### src/design/ofcc_sqrt_cell.sv
module ofcc_sqrt_cell #(
   parameter int NB = 60,
   parameter int RW = 30
) (
   input  logic          clock,
   input  logic          en,
   input  logic [NB-1:0] up_n,
   input  logic [RW+1:0] up_rem,
   input  logic [RW-1:0] up_root,
   output logic [NB-1:0] dn_n,
   output logic [RW+1:0] dn_rem,
   output logic [RW-1:0] dn_root
);
   logic [NB-1:0] n_ff, n_in;
   logic [RW+1:0] rem_ff, rem_in;
   logic [RW-1:0] root_ff, root_in;
   logic [RW+1:0] rem_sh;
   logic [RW+1:0] trial;
   logic          ge;

   // bring down two radicand bits and try the next root bit
   always_comb begin
      rem_sh  = {up_rem[RW-1:0], up_n[NB-1:NB-2]};
      trial   = {up_root, 2'b01};
      ge      = (rem_sh >= trial);
      rem_in  = ge ? (rem_sh - trial) : rem_sh;
      root_in = {up_root[RW-2:0], ge};
      n_in    = {up_n[NB-3:0], 2'b00};
   end

   always_ff @(posedge clock) begin
      if (en) begin
         n_ff    <= n_in;
         rem_ff  <= rem_in;
         root_ff <= root_in;
      end
   end

   assign dn_n    = n_ff;
   assign dn_rem  = rem_ff;
   assign dn_root = root_ff;
endmodule

### config.mk
export PLATFORM = sky130hd
export DESIGN_NAME = ofcc_sqrt_cell
export DESIGN_NICKNAME = d
export VERILOG_FILES = /design/src/design/ofcc_sqrt_cell.sv
export SDC_FILE = /design/constraint.sdc
export NUM_CORES = 1
export LEC_CHECK = 0
export ABC_CLOCK_PERIOD_IN_PS = 2800
export BUFFER_PORTS_ARGS = -buffer_cell sky130_fd_sc_hd__buf_2
export CORE_MARGIN = 2
export CORE_UTILIZATION = 28
export DETAILED_ROUTE_END_ITERATION = 16
export GPL_TIMING_DRIVEN = 1
export PLACE_DENSITY = 0.51
export SYNTH_ARGS = -nofsm -noshare
export SYNTH_HDL_FRONTEND = slang
export SYNTH_SLANG_ARGS = --single-unit
export TNS_END_PERCENT = 10
### constraint.sdc
create_clock -name clock -period 2.8 [get_ports clock]
set_input_delay 0.42 -clock clock [delete_from_list [all_inputs] [get_ports clock]]
set_output_delay 0.42 -clock clock [all_outputs]
set_load 0.03 [all_outputs]
## Word level (Yosys, flattened, before mapping)

Cells that the tools add are included.

- Register bits: 120
- Bits in latches: 0
- RAM bits: 0
- Memory bits (read-only): 0
- Bits of input ports: 124
- Output and inout bits: 122
- Memories kept: 0

- $add $sub $neg: 1
- $mul: 0
- Divide/modulo/power cells: 0
- Magnitude comparators: 1
- Equal/unequal tests: 0
- Shift operators: 0
- Muxes and demuxes: 1
- Bitwise gates (word level): 0
- Reduce and logical (&&, ||, !) cells: 0

Operators by type and width:

| operator | number |
|---|---|
| 32-bit greater-or-equal comparator | 1 |
| 32-bit two-way mux | 1 |
| 32-bit subtractor | 1 |

## Longest topological paths before layout

Gate-level depths: netlist of run 1.

- Word-level depth: 2
- Mapped depth: 12
- Depth with buffers taken out: 10

## Least setup slack after synthesis of run 1

OpenSTA, ideal clock, no wires.

- Kind: input to register
- From: input port up_root[17]
- To: register rem_ff[29] (netlist: dn_rem[29]) (data pin)
- Setup time: 0.265 ns
- Data arrival time: 2.346 ns
- Setup slack: 0.189 ns
- Stages on the path: 11
- Cells stage by stage: inv_1 > ha_1 > buf_6 > a211o_1 > a31oi_2 > o31ai_1 > nand3b_4 > o211ai_4 > a22oi_1 > a31o_1 > or3_1

- Cells in the longest elaborated chain, start to end: 2
- Elaborated cells on any way between the ends: 3
- Classes of those cells: add/sub: 1; order compare: 1; mux: 1

Ends and longest elaborated chain:

| item | RTL line | source |
|---|---|---|
| from (decl) | 9 | `input logic [RW-1:0] up_root,` |
| 32-bit subtractor or 32-bit greater-or-equal comparator (tied branches) | 26, 25 |  |
| 32-bit two-way mux (*) | 26 | `rem_in = ge ? (rem_sh - trial) : rem_sh;` |
| net rem_in[29] | 15 | `logic [RW+1:0] rem_ff, rem_in;` |
| to (signal assigned) | 34 | `rem_ff <= rem_in;` |
| to (decl) | 15 |  |

The timed path passes the listed nets; every way through them passes the cells marked *.
A chain may end at the register's enable or synchronous reset.

## Worst setup path in the final report of run 1

- From: input port up_root[1]
- To: register rem_ff[29] (netlist: dn_rem[29]) (data pin)

Same word-level chain as after synthesis.

==> results of run 1 <==
==> cells in the final DEF (no fill, tap or decap), types with 5 or more instances in the layout <==
cell type  synthesis  layout
a21o_1            10      10
a31oi_1            6       6
buf_4              3      79
xnor2_1           14      14
a21oi_1           49      49
nand4_1            5       5
xor2_1            14      14
buf_2              2     240
ha_1              32      32
inv_1             39      39
nor2_1            37      37
clkbuf_16          0      17
o21ai_0           12      12
mux2_1             8       8
nand2_1           26      26
edfxtp_1         120     120
nand2b_1           5       5
==> area by class of cell <==
| type | instances | area (um^2) |
|---|---|---|
| Fill cell | 1997 | 11800 |
| Clock inverter | 14 | 175 |
| Antenna cell | 1 | 2.50 |
| Sequential cell | 120 | 3600 |
| Clock buffer | 17 | 425 |
| Inverter | 39 | 146 |
| Timing Repair Buffer | 322 | 1850 |
| Multi-Input combinational cell | 289 | 2050 |
| Tap cell | 270 | 338 |
==> logic make-up (layout without fill, tap and decap cells) <==
group,after synthesis,in the layout,synth area share
flip-flops,120,120,0.614
buffers and inverters,51,392,0.0388
AND/OR/NAND/NOR,100,100,0.0833
adder cells (fa/ha/maj),32,32,0.0682
multiplexers,10,10,0.0192
XOR/XNOR,28,28,0.0418
AO/OA/AOI/OAI,117,117,0.135
other,1,3,0.000639
==> through the flow <==
step	worst slack (ps)	hold WS (ps)	power, uW
global route	64.4	160	6110
global placement	-172	596	3630
detailed placement	-213	598	3630
finish	248	182	5820
floorplan	189	519	3080
CTS	220	159	5910
==> worst paths after layout <==
| kind | cells past startpoint | to | from |
|---|---|---|---|
| setup / recovery | 13 | dn_rem[29]$_DFFE_PP_ | up_root[1] |
| hold / removal | 1 | dn_n[51]$_DFFE_PP_ | up_n[49] |
==> flip-flops by register name (all words and copies together), names as in the netlist <==
signal and cells:
dn_n 58, dn_rem 32, dn_root 30
==> layer usage <==
layer / wire [um] / track usage
met5: 0 / 0
met3: 1110 / 0.0321
met2: 8340 / 0.267
met1: 6830 / 0.174
met4: 379 / 0.0600
==> report_power, final <==
group / internal [uW] / switching [uW] / total (uW)
clock network: 1400 / 835 / 2240
registers: 2180 / 37.0 / 2220
logic: 524 / 844 / 1370
==> impl_metrics.json, run 1 <==
{
  "crit_path_max_incr_delay_ps": 350,
  "final_util": 0.421,
  "ctsHoldBuffers": 0,
  "worstPathRequired_ps": 2950,
  "dieArea_um2": 22200,
  "fp.dieH_um": 149,
  "setup_viol": 0,
  "post-route-period-util": 0.912,
  "dp.cells": 1040,
  "yosys-top-cells-count": "edfxtp_1 (120), a21oi_1 (49), inv_1 (39)",
  "grt_usage": 0.149,
  "ant_nets": 0,
  "layout.cells.non_filler": 1072,
  "ys_seq_area_frac": 0.614,
  "drtIter0Drc": 191,
  "grt_overflow": 0,
  "cp.arrival_ps": 2700,
  "initial_core_util": 0.287,
  "synth.distinct_cells": 61,
  "clk_pin_slew_ps": 60,
  "synth-seq-cells": 120,
  "ctsRootBufferMaster": "clkbuf_16",
  "syn_area_per_cell_um2": 12.8,
  "slowest_stage": "ha_1",
  "dp_hpwl_um": 13300,
  "power_density_nw_per_um2": 678,
  "first_pass_iters": 4,
  "cts_max_level": 4,
  "status": "finished, final reports clean",
  "synthCells": 459,
  "cts_buffers": 17,
  "avgViaCountPerCell": 4.47,
  "critPathMaxFanout": 5,
  "placed_area_um2": 7990,
  "synth-async-reset-ratio": 0,
  "cp_top_family": "compound AO/OA/AOI/OAI gates",
  "drive_above_1_share": 0.459,
  "synth_edf_count": 120,
  "slew_viol_final": 0,
  "start_kind": "input port",
  "grt_pass1_wl_um": 25400,
  "tns_ps": 0,
  "hp-class": "input port to flip-flop",
  "tritoncts": "yes",
  "dieWidth_um": 149,
  "syn2layout_area_growth_pct": 46.3,
  "grt_pass1_vias": 4949,
  "core_area_um2": 20400,
  "routed_wl_um": 16700,
  "min_period_ps": 2550,
  "drc": 0,
  "yosys-top-cells-area": "edfxtp_1 (61%), ha_1 (6.8%), a21oi_1 (4.2%)",
  "rows": 52,
  "nets": 945,
  "yosys.cell_count.top_type": "edfxtp_1",
  "cap_violations": 0,
  "synth_area_um2": 5870,
  "io_pins": 246,
  "clock_sinks": 120,
  "crit_type": "input port to flip-flop",
  "design_area_um2": 8590,
  "port_buffers": 241,
  "antenna_found_initial": 1,
  "place_congestion": 0.787,
  "yosysWarnings": 0,
  "cp-end-kind": "flip-flop",
  "cts_buffer_depth": 2,
  "wl_per_cell_um": 15.5,
  "grt_max_degree": 52,
  "clock.fmax_mhz": 392,
  "post_cts_resized": 0,
  "crit_buf_inv": 4,
  "worstPathCellList": "buf_2 > inv_1 > ha_1 > o211ai_1 > a21oi_1 > o211ai_1 > buf_4 > a211oi_2 > buf_4 > o211ai_4 > a22oi_1 > a31o_1 > or3_1",
  "leakage_uw": 0.00392,
  "ir_worst_vdd_mv": 0.377,
  "vias": 4787,
  "yosys.area.top_type_share": 0.614,
  "hold_violations": 0,
  "ys.flop_type": "edfxtp_1",
  "rsz0062_at_grt": "no",
  "yosys.area.top_type": "edfxtp_1",
  "post_cts_buffers": 0
}
Power figures use the tool's default switching activity.
==> inputs of run 2 (changes only) <==
ABC_CLOCK_PERIOD_IN_PS = 2430   (was 2800)
clock period = 2.43 ns   (was 2.8 ns; I/O delays follow)
==> run 2 against run 1 <==
Effect of this change: hold slack worse by 65 ps; largest power group unchanged; clock-buffer cell count unchanged; critical path type unchanged; sequential cell count unchanged; wire length up 3.2%; first-iteration DRC count up 17%; power up 19%; global-route usage up 0.39 points; combinational power up 23%; setup slack worse by 180 ps; sequential power up 15%; final cell count up 2.6%.
==> impl_metrics.json, run 2 (synthesis gave the netlist of run 1 again) <==
{
  "clock.fmax_mhz": 424,
  "routed_wl_um": 17200,
  "ant_nets": 0,
  "dp_hpwl_um": 13400,
  "cts_buffer_depth": 2,
  "clk_pin_slew_ps": 60,
  "power_density_nw_per_um2": 767,
  "port_buffers": 241,
  "leakage_uw": 0.00408,
  "dieArea_um2": 22200,
  "nets": 973,
  "dp.cells": 1063,
  "post-place-ws_ps": -458,
  "cts_buffers": 17,
  "first_pass_iters": 4,
  "tritoncts": "yes",
  "drc": 0,
  "layout_commonest_cell": "buf_2",
  "min_period_ps": 2360,
  "hp-class": "input port to flip-flop",
  "final_cell_mix": "buf_2 (240), edfxtp_1 (120), buf_4 (106), a21oi_1 (40), inv_1 (37)",
  "rows": 52,
  "start_kind": "input port",
  "holdPathEnd": "dn_n[11]$_DFFE_PP_",
  "layout.cells.non_filler": 1100,
  "vias": 4874,
  "setup_viol": 0,
  "cp.arrival_ps": 2520,
  "crit_type": "input port to flip-flop",
  "wl_per_cell_um": 15.6,
  "hp-start": "up_n[9]",
  "initial_core_util": 0.287,
  "dieWidth_um": 149,
  "drtIter0Drc": 223,
  "holdPathStages": 1,
  "fp.dieH_um": 149,
  "place_congestion": 0.844,
  "holdWs_ps": 117,
  "cp-end-kind": "flip-flop",
  "largest_reg_flops": 58,
  "avgViaCountPerCell": 4.43,
  "cts_max_level": 4,
  "fin_ws_ps": 70.0,
  "ctsRootBufferMaster": "clkbuf_16",
  "drive_above_1_share": 0.515,
  "cap_violations": 0,
  "grt_pass1_wl_um": 26200,
  "core_area_um2": 20400,
  "status": "finished, final reports clean",
  "antenna_found_initial": 2,
  "grt_overflow": 0,
  "ir_worst_vdd_mv": 0.461,
  "grt_usage": 0.153,
  "worstPathRequired_ps": 2590,
  "ctsHoldBuffers": 0,
  "grt_pass1_vias": 5037,
  "slew_viol_final": 0,
  "grt_max_degree": 57,
  "clock_sinks": 120,
  "final_util": 0.442,
  "syn2layout_area_growth_pct": 53.9,
  "post-route-period-util": 0.971,
  "io_pins": 246,
  "hold_violations": 0,
  "critPathMaxFanout": 5
}
## run 2: cell types whose count changed in the layout (fill, tap and decap cells not counted), moves of 2 or more
| cell | previous run | this run |
|---|---|---|
| a21oi_1 | 49 | 40 |
| a21oi_2 | 1 | 10 |
| buf_4 | 79 | 106 |
| clkinvlp_4 | 2 | 0 |
| ha_1 | 32 | 23 |
| ha_2 | 0 | 2 |
| ha_4 | 0 | 7 |
| inv_1 | 39 | 37 |
| inv_2 | 0 | 2 |
| nor2_1 | 37 | 35 |
## run 2: through the flow
step                      total power (uW)  TNS (ps)  cell area [um^2]
after detailed placement              4220    -11830              8170
after CTS                             6970         0              8810
after floorplan                       3550     -1030              5880
after global routing                  7250     -44.8              9040
after global placement                4210    -10600              8170
final                                 6940         0              9040
## run 2: power by group
| group | total, uW | leakage [uW] | internal (uW) | switching [uW] |
|---|---|---|---|---|
| clock | 2690 | 0.000309 | 1720 | 973 |
| sequential | 2560 | 0.00117 | 2510 | 44.4 |
| combinational | 1680 | 0.00260 | 672 | 1010 |
| total | 6940 | 0.00408 | 4910 | 2030 |
## run 2: worst max path at each step
stage	from	to	slack, ps	cells past startpoint
after floorplan	up_root[17]	dn_rem[29]$_DFFE_PP_	-130	11
after global placement	up_rem[0]	dn_rem[29]$_DFFE_PP_	-430	11
after detailed placement	up_root[1]	dn_rem[3]$_DFFE_PP_	-460	13
after CTS	up_root[17]	dn_rem[29]$_DFFE_PP_	3	11
after global routing	up_root[21]	dn_rem[29]$_DFFE_PP_	-30	11
final	up_root[2]	dn_rem[27]$_DFFE_PP_	70	12
## run 2: worst max-delay path, stage by stage
cell	delay (ps)
buf_2	100
inv_1	60
ha_2	300
a21oi_2	150
o21ai_2	100
o221ai_2	130
buf_4	150
a21oi_1	80
or2_1	280
a211o_1	360
xor2_1	160
mux2_2	260
## run 2: per-layer routing
metal	up-vias	global-route usage	routed length [um]	share of wire
li1	2426	-	-	-
met1	2259	0.179	7040	0.41
met2	169	0.274	8740	0.51
met3	20	0.0349	1110	0.065
met4	0	0.0581	303	0.018
met5	-	0	0	0
## run 2: final cells by class
cell class                      count  area [um^2]
Clock buffer                       17          425
Fill cell                        1967        11400
Tap cell                          270          338
Multi-Input combinational cell    289         2250
Antenna cell                        1         2.50
Inverter                           39          146
Sequential cell                   120         3600
Timing Repair Buffer              350         2080
Clock inverter                     14          199
## run 2: repair_timing
action	4_1_cts	5_1_grt
pin swaps	1	16
gates resized for setup	1	38
setup endpoints to repair	3	27
setup buffers	1	4
==> inputs of run 3 (changes only) <==
PLACE_DENSITY = not set   (was 0.51)
PLACE_DENSITY_LB_ADDON = 0.15   (was not set)
RECOVER_POWER = 50   (was not set)
==> run 3 against run 2 <==
Effect of this change: the flow now finishes with violations (max-capacitance violations, max-slew violations); clock power fell by 8.9%; sequential share of layout area rose by 0.53 points; setup slack got worse by 3.9 ps; die area did not move; first-iteration DRC count rose by 0.90%; critical endpoint unchanged; largest cell class unchanged; highest routed layer unchanged.
==> impl_metrics.json, run 3 (synthesis gave the netlist of run 1 again) <==
{
  "wl_met1_um": 7260,
  "grt_max_degree": 52,
  "crit_buf_inv": 3,
  "grt_usage": 0.152,
  "n_antenna_cell": 0,
  "wl_met3_um": 1150,
  "cts_buffer_depth": 2,
  "clock.fmax_mhz": 423,
  "rsz0062_at_grt": "yes",
  "syn2layout_area_growth_pct": 51.9,
  "routed.top_layer": "met4",
  "ctsRootBufferMaster": "clkbuf_16",
  "post-place-ws_ps": -493,
  "slew-limit-headroom": -0.375,
  "critPathMaxFanout": 5,
  "port_buffers": 241,
  "routed_wl_um": 17000,
  "clk_pin_slew_ps": 60,
  "layout_commonest_cell": "buf_2",
  "cap_violations": 1,
  "ctsHoldBuffers": 0,
  "grt_pass1_wl_um": 26000,
  "dieWidth_um": 149,
  "cp-end-kind": "flip-flop",
  "cts_max_level": 4,
  "ir_worst_vdd_mv": 0.391,
  "rows": 52,
  "hold_violations": 0,
  "crit_type": "input port to flip-flop",
  "vias": 4949,
  "status": "finished, violations left",
  "tritoncts": "yes",
  "cts_buffers": 17,
  "first_pass_iters": 4,
  "wl_met2_um": 8440,
  "layout.cells.non_filler": 1109,
  "grt_pass1_vias": 5091,
  "power_density_nw_per_um2": 749,
  "slowest_stage": "a211o_1",
  "holdWs_ps": 116,
  "fin_ws_ps": 66.1,
  "nets": 982,
  "ant_nets": 0,
  "placed_area_um2": 8260,
  "cp_top_family": "compound AO/OA/AOI/OAI gates",
  "drtIter0Drc": 225,
  "drc": 0,
  "io_pins": 246,
  "fillers": 2018,
  "slew_viol_final": 33,
  "worstPathCellList": "buf_2 > inv_1 > ha_4 > o211ai_1 > o21ai_2 > o221ai_1 > buf_4 > a21oi_1 > or2_1 > a211o_1 > xor2_1 > mux2_2",
  "antenna_found_initial": 0,
  "grt_overflow": 0,
  "design_area_um2": 8920,
  "dp_hpwl_um": 13500,
  "cp.arrival_ps": 2540,
  "worstMarginPinSlew_ps": 2060,
  "worstPathRequired_ps": 2610,
  "setup_viol": 0,
  "drive_above_1_share": 0.485,
  "final_cell_mix": "buf_2 (223), edfxtp_1 (120), buf_4 (113), a21oi_1 (44), inv_1 (39)",
  "clock_sinks": 120,
  "dieArea_um2": 22200,
  "core_area_um2": 20400,
  "initial_core_util": 0.287,
  "violations": "max-capacitance violations, max-slew violations",
  "crit_path_max_incr_delay_ps": 370,
  "wl_per_cell_um": 15.3,
  "largest_reg_flops": 58,
  "place_congestion": 0.797,
  "min_period_ps": 2360,
  "start_kind": "input port",
  "post-route-period-util": 0.973,
  "hp-class": "input port to flip-flop",
  "avgViaCountPerCell": 4.46,
  "fp.dieH_um": 149,
  "leakage_uw": 0.00402,
  "dp.cells": 1074
}
[run 3: layer usage]
metal  global-route usage  up-vias
met5                    0        -
met4               0.0495        0
met3               0.0401       13
met2                0.267      182
met1                0.182     2311
li1                     -     2443
[run 3: final timing paths]
check / from / end / slack, ps / cells after the start
max: up_root[0] / dn_rem[27]$_DFFE_PP_ / 70 / 12
min: up_n[35] / dn_n[37]$_DFFE_PP_ / 120 / 1
[run 3: repair_timing]
item                       4_1_cts  5_1_grt
pin swaps                        0        7
resized for setup                1       22
buffers inserted                 0        3
setup endpoints to repair        2       30
gates cloned                     0        0
[run 3: stage by stage]
stage               TNS (ps)   util  total power, uW
finish                     0  0.437             6680
floorplan              -1030      -             3550
global route            -413  0.437             7020
detailed placement    -12180  0.404             4250
global placement      -11150  0.404             4240
CTS                    -4.20  0.432             6750
[run 3: report_power, final]
part	internal [uW]	switching [uW]
clock	1430	1020
sequential	2510	47.2
combinational	665	1000
[run 3: area by class of cell]
cell class                 instances  area, um^2  area share
timing repair buffer             359        2110       0.236
multi-input combinational        289        2160       0.242
inverter                          39         146      0.0164
clock inverter                    14         140      0.0157
sequential                       120        3600       0.404
clock buffer                      18         429      0.0481
tap                              270         338      0.0379
