**src/design/ofcc_pkg.sv**
```systemverilog
package ofcc_pkg;

   localparam int WHEEL_SIZE   = 55;
   localparam int WHEEL_AW     = 6;
   localparam int HUE_W        = 16;
   localparam int CORDIC_STEPS = 16;
   localparam int CORDIC_SCALE = 24;
   localparam int RN_W         = 16;
   localparam int RN_FRAC      = 14;
   localparam int SQ_SHIFT     = 2 * RN_FRAC;
   localparam int MIX_W        = 24;
   localparam int PROD_W       = 40;
   localparam int CFG_W        = 16;
   localparam int CHAN_W       = 8;

   typedef logic [HUE_W-1:0]  hue_type;
   typedef logic [MIX_W-1:0]  mix_type;
   typedef logic [CHAN_W-1:0] chan_type;

   localparam logic [CFG_W-1:0]  CFG_MAX_RADIUS_RESET = 16'd2560;
   localparam logic [RN_W-1:0]   RN_ONE     = 16'd16384;
   localparam logic [RN_W-1:0]   RN_SAT     = 16'd32768;
   localparam hue_type           HUE_ZERO   = 16'h0000;
   localparam hue_type           HUE_QUART  = 16'h4000;
   localparam hue_type           HUE_HALF   = 16'h8000;
   localparam hue_type           HUE_3QUART = 16'hC000;
   localparam logic [16:0]       FRAC_ONE   = 17'd65536;
   localparam logic [5:0]        HUE_SPAN   = 6'd54;
   localparam mix_type           MIX_FULL   = 24'd16711680;
   localparam logic [PROD_W-1:0] OUT_FULL   = 40'd273804165120;

   localparam hue_type ATAN_TURNS [CORDIC_STEPS] = '{
      16'd8192, 16'd4836, 16'd2555, 16'd1297, 16'd651, 16'd326, 16'd163, 16'd81,
      16'd41, 16'd20, 16'd10, 16'd5, 16'd3, 16'd1, 16'd1, 16'd0
   };

   localparam chan_type WHEEL_R [WHEEL_SIZE] = '{
      8'd255, 8'd255, 8'd255, 8'd255, 8'd255, 8'd255, 8'd255, 8'd255,
      8'd255, 8'd255, 8'd255, 8'd255, 8'd255, 8'd255, 8'd255,
      8'd255, 8'd213, 8'd170, 8'd128, 8'd85, 8'd43,
      8'd0, 8'd0, 8'd0, 8'd0,
      8'd0, 8'd0, 8'd0, 8'd0, 8'd0, 8'd0, 8'd0, 8'd0, 8'd0, 8'd0, 8'd0,
      8'd0, 8'd19, 8'd39, 8'd58, 8'd78, 8'd98, 8'd117, 8'd137, 8'd156,
      8'd176, 8'd196, 8'd215, 8'd235,
      8'd255, 8'd255, 8'd255, 8'd255, 8'd255, 8'd255
   };

   localparam chan_type WHEEL_G [WHEEL_SIZE] = '{
      8'd0, 8'd17, 8'd34, 8'd51, 8'd68, 8'd85, 8'd102, 8'd119,
      8'd136, 8'd153, 8'd170, 8'd187, 8'd204, 8'd221, 8'd238,
      8'd255, 8'd255, 8'd255, 8'd255, 8'd255, 8'd255,
      8'd255, 8'd255, 8'd255, 8'd255,
      8'd255, 8'd232, 8'd209, 8'd186, 8'd163, 8'd140, 8'd116, 8'd93,
      8'd70, 8'd47, 8'd24,
      8'd0, 8'd0, 8'd0, 8'd0, 8'd0, 8'd0, 8'd0, 8'd0, 8'd0,
      8'd0, 8'd0, 8'd0, 8'd0,
      8'd0, 8'd0, 8'd0, 8'd0, 8'd0, 8'd0
   };

   localparam chan_type WHEEL_B [WHEEL_SIZE] = '{
      8'd0, 8'd0, 8'd0, 8'd0, 8'd0, 8'd0, 8'd0, 8'd0,
      8'd0, 8'd0, 8'd0, 8'd0, 8'd0, 8'd0, 8'd0,
      8'd0, 8'd0, 8'd0, 8'd0, 8'd0, 8'd0,
      8'd0, 8'd63, 8'd127, 8'd191,
      8'd255, 8'd255, 8'd255, 8'd255, 8'd255, 8'd255, 8'd255, 8'd255,
      8'd255, 8'd255, 8'd255,
      8'd255, 8'd255, 8'd255, 8'd255, 8'd255, 8'd255, 8'd255, 8'd255, 8'd255,
      8'd255, 8'd255, 8'd255, 8'd255,
      8'd255, 8'd213, 8'd170, 8'd128, 8'd85, 8'd43
   };

endpackage

```
**src/design/ofcc_cordic_cell.sv**
```systemverilog
module ofcc_cordic_cell #(
   parameter int CW   = 43,
   parameter int STEP = 0
) (
   input  logic                  clock,
   input  logic                  en,
   input  logic signed [CW-1:0]  up_x,
   input  logic signed [CW-1:0]  up_y,
   input  ofcc_pkg::hue_type     up_acc,
   output logic signed [CW-1:0]  dn_x,
   output logic signed [CW-1:0]  dn_y,
   output ofcc_pkg::hue_type     dn_acc
);
   import ofcc_pkg::*;

   logic signed [CW-1:0] x_ff, x_in;
   logic signed [CW-1:0] y_ff, y_in;
   hue_type              acc_ff, acc_in;

   // rotate towards the x axis
   always_comb begin
      if (up_y > 0) begin
         x_in   = up_x + (up_y >>> STEP);
         y_in   = up_y - (up_x >>> STEP);
         acc_in = up_acc + ATAN_TURNS[STEP];
      end else begin
         x_in   = up_x - (up_y >>> STEP);
         y_in   = up_y + (up_x >>> STEP);
         acc_in = up_acc - ATAN_TURNS[STEP];
      end
   end

   always_ff @(posedge clock) begin
      if (en) begin
         x_ff   <= x_in;
         y_ff   <= y_in;
         acc_ff <= acc_in;
      end
   end

   assign dn_x   = x_ff;
   assign dn_y   = y_ff;
   assign dn_acc = acc_ff;
endmodule

```
**config.mk**
```make
export PLATFORM = sky130hd
export DESIGN_NAME = ofcc_cordic_cell
export DESIGN_NICKNAME = d
export VERILOG_FILES = /design/src/design/ofcc_pkg.sv /design/src/design/ofcc_cordic_cell.sv
export SDC_FILE = /design/constraint.sdc
export NUM_CORES = 1
export LEC_CHECK = 0
export ABC_AREA = 1
export BUFFER_PORTS_ARGS = -buffer_cell sky130_fd_sc_hd__clkbuf_2
export CORE_AREA = 2 2 168 170
export DETAILED_ROUTE_END_ITERATION = 8
export DIE_AREA = 0 0 170 172
export HOLD_SLACK_MARGIN = 0.08
export PLACE_DENSITY = 0.68
export REMOVE_ABC_BUFFERS = 1
export SYNTH_ARGS = -nofsm -noshare
export SYNTH_HDL_FRONTEND = slang
export SYNTH_SLANG_ARGS = --single-unit
```
**constraint.sdc**
```tcl
create_clock -name clock -period 5.75 [get_ports clock]
set_input_delay 1.15 -clock clock [delete_from_list [all_inputs] [get_ports clock]]
set_output_delay 1.15 -clock clock [all_outputs]
set_load 0.01 [all_outputs]
```
# After elaboration in Yosys (flattened, before gate mapping)
# Cells that the tools add are included.
[op_classes]
bitwise_logic = 0
n_reduce_logical = 0
n_addsub = 5
n_div = 0
multipliers = 0
n_lt_le_gt_ge = 1
eq_ne = 0
n_mux = 3
n_shift = 0
[op_table]
columns = ["op", "n"]
rows = [
  ["2-to-1 mux 43 bit", 2],
  ["subtractor 43 bit", 2],
  ["adder 43 bit", 1],
  ["> comparator 43 x 1 -> 1 bit, second input constant", 1],
  ["adder 16 x 14 -> 16 bit, second input constant", 1],
  ["2-to-1 mux 16 bit", 1],
  ["subtractor 16 x 14 -> 16 bit, second input constant", 1],
]
[totals]
ramBits = 0
mem_bits_ro = 0
in_bits = 104
mem_count = 0
latchBits = 0
output_inout_bits = 102
word_cells = 12
ff_bits = 102

# Logic depth before layout (Yosys ltp)
# Gate-level depths: netlist of the first run.
[depth]
ltp_word = 2
depth_mapped = 18
mapped_depth_nobuf = 17

# Worst setup path after synthesis of the first run
# No wires, ideal clock.
[synth_path]
path_kind = "input to register"
from = "in up_x[0]"
to = "reg x_ff[40] (netlist: dn_x[40]), data pin"
setup_time_ns = 0.253
required_ns = 5.497
path_stages = 13
path_buffers = 0
t_arrival_ns = 2.669
setup_slack_ns = 2.828
cell_sequence = "inv_1 > ha_1 > fa_1 > o21ai_0 > nand2_1 > nand2_1 > nand2_1 > nand3_1 > nand2_1 > nand2_1 > nand2_1 > nand3_1 > nand2_1"
[synth_between]
elab_chain_len = 2
word_cells_on_any_way = 3
cone_classes = "add/sub: 2; mux: 1"
[synth_rtl]
columns = ["element", "line", "source"]
rows = [
  ["start: declaration", "ofcc_cordic_cell.sv:7", "input logic signed [CW-1:0] up_x,"],
  ["subtractor 43 bit or adder 43 bit (tied branches)", "ofcc_cordic_cell.sv:27, ofcc_cordic_cell.sv:23", ""],
  ["2-to-1 mux 43 bit *", "ofcc_cordic_cell.sv:22", "if (up_y > 0) begin"],
  ["net x_in[40]", "ofcc_cordic_cell.sv:16", "logic signed [CW-1:0] x_ff, x_in;"],
  ["end signal: assignment", "ofcc_cordic_cell.sv:35", "x_ff <= x_in;"],
  ["end: declaration", "ofcc_cordic_cell.sv:16", ""],
]
# Mark *: on every way through the listed nets, which the timed path passes. The rest lies on a longest branch.
# A chain may end at the register's enable or synchronous reset.

# Worst setup path in the final report of the first run
[layout_path]
from = "in up_y[9]"
to = "reg y_ff[3] (netlist: dn_y[3]), data pin"
[layout_between]
elab_chain_len = 2
[layout_rtl]
columns = ["element", "line", "source"]
rows = [
  ["start: declaration", "ofcc_cordic_cell.sv:8", "input logic signed [CW-1:0] up_y,"],
  ["> comparator 43 x 1 -> 1 bit", "ofcc_cordic_cell.sv:22", ""],
  ["2-to-1 mux 43 bit", "ofcc_cordic_cell.sv:22", ""],
  ["net y_in[3]", "ofcc_cordic_cell.sv:17", "logic signed [CW-1:0] y_ff, y_in;"],
  ["end signal: assignment", "ofcc_cordic_cell.sv:36", "y_ff <= y_in;"],
  ["end: declaration", "ofcc_cordic_cell.sv:17", ""],
]
# The timed path passes the listed nets, and every way through them passes these cells.

==> results of run 1 <==
==> worst max-delay path, cell delays in order <==
cell and delay (ns):
clkbuf_2 0.11, nor4_1 0.36, nand3_1 0.25, nor2_1 0.14, nand2_1 0.10, nand2_4 0.45
inv_2 0.49, buf_4 0.44, o21ai_0 0.14, o21ai_0 0.10
==> kinds of logic (layout without fill, tap and decap cells) <==
kind of cell	Yosys count	in the layout	synth area share
buf+inv	428	594	0.130
compound gates	284	284	0.115
fa+ha+maj	130	130	0.123
simple gates	1254	1254	0.383
flops	101	101	0.225
xor+xnor	38	38	0.0247
other cells	0	3	0
==> power by group through the flow <==
stage / clock [W] / combinational, W / sequential, W
after floorplan: 0 / 0.000780 / 0.00104
after global placement: 0 / 0.00133 / 0.000985
after detailed placement: 0 / 0.00135 / 0.000986
after CTS: 0.000606 / 0.00135 / 0.000971
after global routing: 0.000620 / 0.00152 / 0.000980
final: 0.000593 / 0.00138 / 0.000970
==> area by class of cell <==
| cell class | count | area, sq um |
|---|---|---|
| Antenna cell | 3 | 7.51 |
| Clock buffer | 11 | 233 |
| Clock inverter | 5 | 36.3 |
| Fill cell | 2877 | 12600 |
| Inverter | 370 | 1390 |
| Multi-Input combinational cell | 1706 | 8690 |
| Sequential cell | 101 | 3030 |
| Tap cell | 346 | 433 |
| Timing Repair Buffer | 208 | 1050 |
==> worst max-delay path by stage <==
stage / end / start / depth (start not counted)
after floorplan: dn_y[3]$_DFFE_PP_ / up_y[24] / 8
after global placement: dn_y[3]$_DFFE_PP_ / up_y[9] / 10
after detailed placement: dn_y[9]$_DFFE_PP_ / up_y[1] / 10
after CTS: dn_y[3]$_DFFE_PP_ / up_y[1] / 10
after global routing: dn_y[3]$_DFFE_PP_ / up_y[1] / 10
final: dn_y[3]$_DFFE_PP_ / up_y[9] / 10
==> state kept, by name, summed over array words and instances, names as in the netlist <==
name	flops
dn_x	43
dn_y	42
dn_acc	16
==> stage by stage <==
| step | power, W | instance area, sq um |
|---|---|---|
| 3_5_place_dp | 0.00233 | 14600 |
| 6_report | 0.00295 | 14900 |
| 2_1_floorplan | 0.00182 | 13100 |
| 3_3_place_gp | 0.00231 | 14600 |
| 5_1_grt | 0.00312 | 14900 |
| 4_1_cts | 0.00293 | 14900 |
==> per-layer routing <==
metal / wire [microns] / part of all wire
met1: 22600 / 0.42
met2: 24600 / 0.46
met3: 4020 / 0.075
met4: 2590 / 0.048
met5: 13 / 0.00024
==> layout by cell type (no fill, tap or decap), types with 3 or more instances in the layout <==
cell,instances
a21oi_1,136
and2_1,5
buf_4,4
clkbuf_16,9
clkbuf_2,204
clkinvlp_4,3
diode_2,3
edfxtp_1,101
fa_1,4
ha_1,126
inv_1,364
inv_2,6
nand2_1,757
nand2_2,4
nand3_1,195
nand4_1,27
nor2_1,219
nor2_2,15
nor3_1,14
nor4_1,6
o211ai_1,3
o211ai_2,4
o21a_1,5
o21ai_0,99
o21ai_1,8
o21bai_1,24
or2_2,4
xor2_1,36
==> impl_metrics.csv, run 1 <==
group,metric,value,unit
die,initial_core_util,0.490,
synthesis,syn-instance-count,2235,
grt,gr-usage-met3,0.0467,
clock_tree,post_cts_buffers,0,
detailed_routing,wl_per_cell,19.6,microns
die,die-area,29200,sq um
clock_tree,cts_tree,"yes",
grt,grt_pass1_wl,80200,microns
timing,setup_tns,0,ns
timing,min_period_over_period,0.642,
grt,grt-ovfl-total,0,
die,die_h,172,microns
grt,grt_pass1_vias,14300,
worst_hold_path,hold-path-endpoint,"dn_acc[2]$_DFFE_PP_",
detailed_routing,ant_nets,0,
detailed_routing,vias,15100,
power_and_ir_drop,intPower,0.00166,W
detailed_routing,drt_iter0_drc,1330,
critical_path,start_kind,"primary input",
timing,hold_viol_final,0,
synthesis,ys.flop_type,"edfxtp_1",
clock_tree,clk_path_buf_depth,2,
timing,finalCriticalPeriod,3.69,ns
synthesis,seq_area_frac_synth,0.225,
power_and_ir_drop,switching_share,0.438,
synthesis,ys_ff_latch,101,
placed_design,io_buffers,205,
grt,gr-usage-all-layers,0.368,
timing,timing.hold.ws,0.957,ns
power_and_ir_drop,ir_drop,0.126,mV
power_and_ir_drop,p_leak,8.13,nW
placed_design,dp_hpwl,45100,microns
timing,slew_headroom,0.466,
timing,setup_slack,2.06,ns
clock_tree,cts_resized,0,
timing,setup_viol,0,
placed_design,placement.setup.worst_slack,1.78,ns
detailed_routing,routed_wl,53900,microns
detailed_routing,viasPerCell,5.50,
synthesis,async_reset_ff_frac,0,
clock_tree,cts-hold-fix-buffers,0,
finish,drive_above_1_share,0.108,
clock_tree,clock-root-buffer,"clkbuf_16",
grt,met2_usage,0.617,
die,die_x,170,microns
synthesis,syn_area,13500,sq um
grt,grt_max_degree,55,
die,io_pins,206,
clock_tree,cts-buffers-inserted,9,
synthesis,synth_most_common_cell,"nand2_1",
worst_hold_path,hp-class,"primary input to flip-flop",
clock_tree,cts.sinks,101,
placed_design,gp_congestion,1.04,
synthesis,synth.top_cell.area_share,0.225,
synthesis,synthTopCellsByArea,"edfxtp_1, nand2_1, ha_1",
detailed_routing,drc_errors,0,
timing,slew_violations,0,
critical_path,cp.required,5.86,ns
power_and_ir_drop,combPwrFrac,0.470,
timing,grt_setup_unrepaired,"false",
power_and_ir_drop,pwr-share-seq,0.329,
clock_tree,clkTransAtPathRegs,0.07,ns
synthesis,yosysTopAreaCell,"edfxtp_1",
critical_path,critPathKind,"primary input to flip-flop",
synthesis,syn_avg_cell_area,6.03,sq um
finish,utilization,0.541,
finish,fin_cells,2750,
detailed_routing,dr.pass1.iters,6,
grt,grt_use_met1,0.474,
power_and_ir_drop,pwr-share-clk,0.201,
die,core.rowCount,61,
placed_design,placedCellCount,2731,
critical_path,cp-end-kind,"flip-flop",
worst_hold_path,hold_path_startpoint,"up_acc[2]",
finish,area_growth,10.4,%
synthesis,ys_types,38,
die,core_area,27500,sq um
grt,antenna_found_initial,4,
critical_path,worst-path-max-fanout,48,
flow_run,maxCapViolCount,0,
critical_path,critPathArrivalTime,3.80,ns
synthesis,synth_enable_flop_cells,101,
finish,fin_nets,2630,
power_and_ir_drop,p_switching,0.00129,W
grt,busiest_layer,"met2",
outcome,status,"completed",
worst_hold_path,whs_path_depth,1,
clock_tree,htree_levels,3,
synthesis,yosysWarningCount,0,
timing,timing.fmax,271,MHz
timing,worst_pin_slew,0.800,ns
synthesis,ys_top_cells_by_count,"nand2_1, inv_1, nor2_1",
power_and_ir_drop,p_per_area,198,nW/um^2
Note: power is estimated with default switching activity, not from simulation.
==> run 2: changes to the inputs <==
--- a/config.mk
+++ b/config.mk
@@ -5,13 +5,13 @@
 export SDC_FILE = /design/constraint.sdc
 export NUM_CORES = 1
 export LEC_CHECK = 0
-export ABC_AREA = 1
+export ABC_AREA = 0
 export BUFFER_PORTS_ARGS = -buffer_cell sky130_fd_sc_hd__clkbuf_2
-export CORE_AREA = 2 2 168 170
+export CORE_AREA = 2 2 153 155
 export DETAILED_ROUTE_END_ITERATION = 8
-export DIE_AREA = 0 0 170 172
+export DIE_AREA = 0 0 155 157
 export HOLD_SLACK_MARGIN = 0.08
-export PLACE_DENSITY = 0.68
+export PLACE_DENSITY = 0.72
 export REMOVE_ABC_BUFFERS = 1
 export SYNTH_ARGS = -nofsm -noshare
 export SYNTH_HDL_FRONTEND = slang
==> constraint.sdc (replaced) <==
create_clock -name clock -period 3.25 [get_ports clock]
set_input_delay 0.65 -clock clock [delete_from_list [all_inputs] [get_ports clock]]
set_output_delay 0.65 -clock clock [all_outputs]
set_load 0.01 [all_outputs]
==> impl_metrics.csv, run 2 <==
group,metric,value,unit
die,die-area,24300,sq um
synthesis,yosys.area_share.simple,0.154,
critical_path,start_kind,"primary input",
synthesis,synth_top_family_by_area,"compound AO/OA/AOI/OAI gates",
timing,min_period_over_period,0.970,
grt,grt_pass1_vias,12600,
die,core.rowCount,55,
finish,stdcell_area,16200,sq um
die,io_pins,206,
placed_design,dp_hpwl,38500,microns
flow_run,maxCapViolCount,0,
finish,drive_above_1_share,0.367,
placed_design,gp_congestion,0.982,
synthesis,synth-adder-area-share,0.148,
timing,timing.fmax,317,MHz
synthesis,syn_avg_cell_area,8.20,sq um
detailed_routing,vias,13000,
power_and_ir_drop,switching_share,0.381,
detailed_routing,routed_wl,46100,microns
clock_tree,cts.sinks,101,
detailed_routing,viasPerCell,5.77,
synthesis,synth_compound_area_frac,0.279,
clock_tree,clock-root-buffer,"clkbuf_16",
die,initial_core_util,0.496,
critical_path,cp.required,3.38,ns
clock_tree,cts_tree,"yes",
grt,grt_pass1_wl,69500,microns
timing,finalCriticalPeriod,3.15,ns
power_and_ir_drop,p_per_area,362,nW/um^2
grt,grt_max_degree,57,
detailed_routing,drc_errors,0,
finish,fin_nets,2197,
power_and_ir_drop,p_leak,7.78,nW
synthesis,seq_area_frac_synth,0.272,
synthesis,ys_ff_latch,101,
placed_design,io_buffers,205,
die,core_area,22500,sq um
synthesis,yosysWarningCount,0,
synthesis,ys.flop_type,"edfxtp_1",
clock_tree,clkTransAtPathRegs,0.09,ns
timing,setup_viol,0,
synthesis,synth_most_common_cell,"a21oi_1",
detailed_routing,dr.pass1.iters,6,
critical_path,critPathArrivalTime,3.28,ns
timing,hold_viol_final,0,
synthesis,synth.top_cell.area_share,0.272,
timing,setup_slack,0.0966,ns
finish,largest_register_ffs,43,
timing,slew_headroom,0.533,
clock_tree,cts-buffers-inserted,9,
finish,layout_common_cells,"buf_4, clkbuf_2, a21oi_1, inv_1, ha_1",
power_and_ir_drop,pwr-share-clk,0.209,
finish,area_growth,45.0,%
placed_design,placed_area,15700,sq um
detailed_routing,ant_nets,0,
synthesis,synth_xor_area_frac,0.0620,
power_and_ir_drop,p_switching,0.00224,W
synthesis,ys_top_cells_by_count,"a21oi_1, ha_1, inv_1",
finish,fillers,1897,
synthesis,syn_area,11200,sq um
power_and_ir_drop,combPwrFrac,0.488,
placed_design,placedCellCount,2236,
outcome,status,"completed",
synthesis,yosysTopAreaCell,"edfxtp_1",
synthesis,syn-instance-count,1362,
critical_path,cp-end-kind,"flip-flop",
grt,grt-ovfl-total,0,
synthesis,synth_enable_flop_cells,101,
die,die_h,157,microns
synthesis,synthTopCellsByArea,"edfxtp_1, ha_1, a21oi_1",
timing,worst_pin_slew,0.700,ns
timing,grt_setup_unrepaired,"true",
clock_tree,clk_path_buf_depth,2,
die,die_x,155,microns
timing,slew_violations,0,
detailed_routing,wl_per_cell,20.4,microns
power_and_ir_drop,intPower,0.00363,W
power_and_ir_drop,pwr-share-seq,0.303,
clock_tree,htree_levels,3,
critical_path,worst-path-max-fanout,5,
detailed_routing,drt_iter0_drc,1285,
grt,antenna_found_initial,0,
power_and_ir_drop,ir_drop,0.283,mV
worst_hold_path,hp-class,"primary input to flip-flop",
critical_path,critPathKind,"primary input to flip-flop",
finish,final_common_cell,"buf_4",
placed_design,placement.setup.worst_slack,-0.370,ns
synthesis,synth_mux_area_frac,0.0162,
synthesis,ys_types,81,
grt,gr-usage-all-layers,0.372,
finish,utilization,0.720,
timing,setup_tns,0,ns
finish,fin_cells,2254,
synthesis,async_reset_ff_frac,0,
## run 2: cell count changes after synthesis, moves of 33 or more
cell | previous run | this run
nand2_1 | 757 | 79
nor2_1 | 219 | 109
inv_1 | 364 | 126
nand3_1 | 195 | 25
xnor2_1 | 2 | 70
a21oi_1 | 136 | 174
a21o_1 | 1 | 34
## run 2: critical path: stages
cell	delay (ns)
clkbuf_2	0.09
inv_1	0.04
ha_1	0.35
buf_4	0.17
or3b_1	0.18
nand4_1	0.16
a311oi_4	0.33
o21ai_2	0.14
a31oi_4	0.27
a21oi_4	0.13
o221a_1	0.26
a221o_1	0.37
xnor2_1	0.13
## run 2: stage by stage
step | hold WS, ns | total power (W)
2_1_floorplan | 0.749 | 0.00310
3_3_place_gp | 0.826 | 0.00452
3_5_place_dp | 0.829 | 0.00455
4_1_cts | 0.448 | 0.00579
5_1_grt | 0.446 | 0.00613
6_report | 0.454 | 0.00587
## run 2: final cells by class
cell class              count  area [sq um]  area share
flip-flops and latches    101          3030       0.187
well taps                 285           357      0.0220
diodes                      1          2.50    0.000154
repair buffers            650          4480       0.277
inverters                 131           492      0.0304
multi-input cells        1070          7520       0.464
clock buffers               9           225      0.0139
clock inverters             7          90.1     0.00556
## run 2: cells by family (layout without fill, tap and decap cells)
| group | Yosys count | count (layout) |
|---|---|---|
| AO/OA/AOI/OAI | 493 | 493 |
| XOR/XNOR | 79 | 79 |
| multiplexers | 18 | 18 |
| flip-flops | 101 | 101 |
| AND/OR/NAND/NOR | 350 | 350 |
| adder cells (fa/ha/maj) | 130 | 130 |
| other | 0 | 1 |
| buffers and inverters | 191 | 797 |
## run 2: power by group through the flow
stage          clock network, W  logic, W  registers (W)
2_1_floorplan                 0   0.00120        0.00191
3_3_place_gp                  0   0.00272        0.00180
3_5_place_dp                  0   0.00275        0.00180
4_1_cts                 0.00124   0.00277        0.00178
5_1_grt                 0.00128   0.00305        0.00179
6_report                0.00123   0.00286        0.00178
## run 2: routing by layer
| layer | GRT usage | part of all wire | vias up | wire length [microns] |
|---|---|---|---|---|
| met2 | 0.591 | 0.44 | 654 | 20300 |
| met1 | 0.515 | 0.44 | 6118 | 20100 |
| met3 | 0.0680 | 0.094 | 93 | 4320 |
| li1 | - | - | 6148 | - |
| met4 | 0.112 | 0.029 | 0 | 1330 |
| met5 | 0 | 0 | - | 0 |
## run 2: final timing paths
check                 slack (ns)       from                   to  cells past startpoint
worst max-delay path         0.1    up_x[6]   dn_y[42]$_DFFE_PP_                     13
worst min-delay path        0.45  up_acc[3]  dn_acc[3]$_DFFE_PP_                      1
## run 2: repair_timing
| item | CTS | global route |
|---|---|---|
| resized for setup | 0 | 29 |
| hold buffers | 0 | 0 |
| endpoints found under the setup margin | 0 | 21 |
| setup buffers | 0 | 1 |
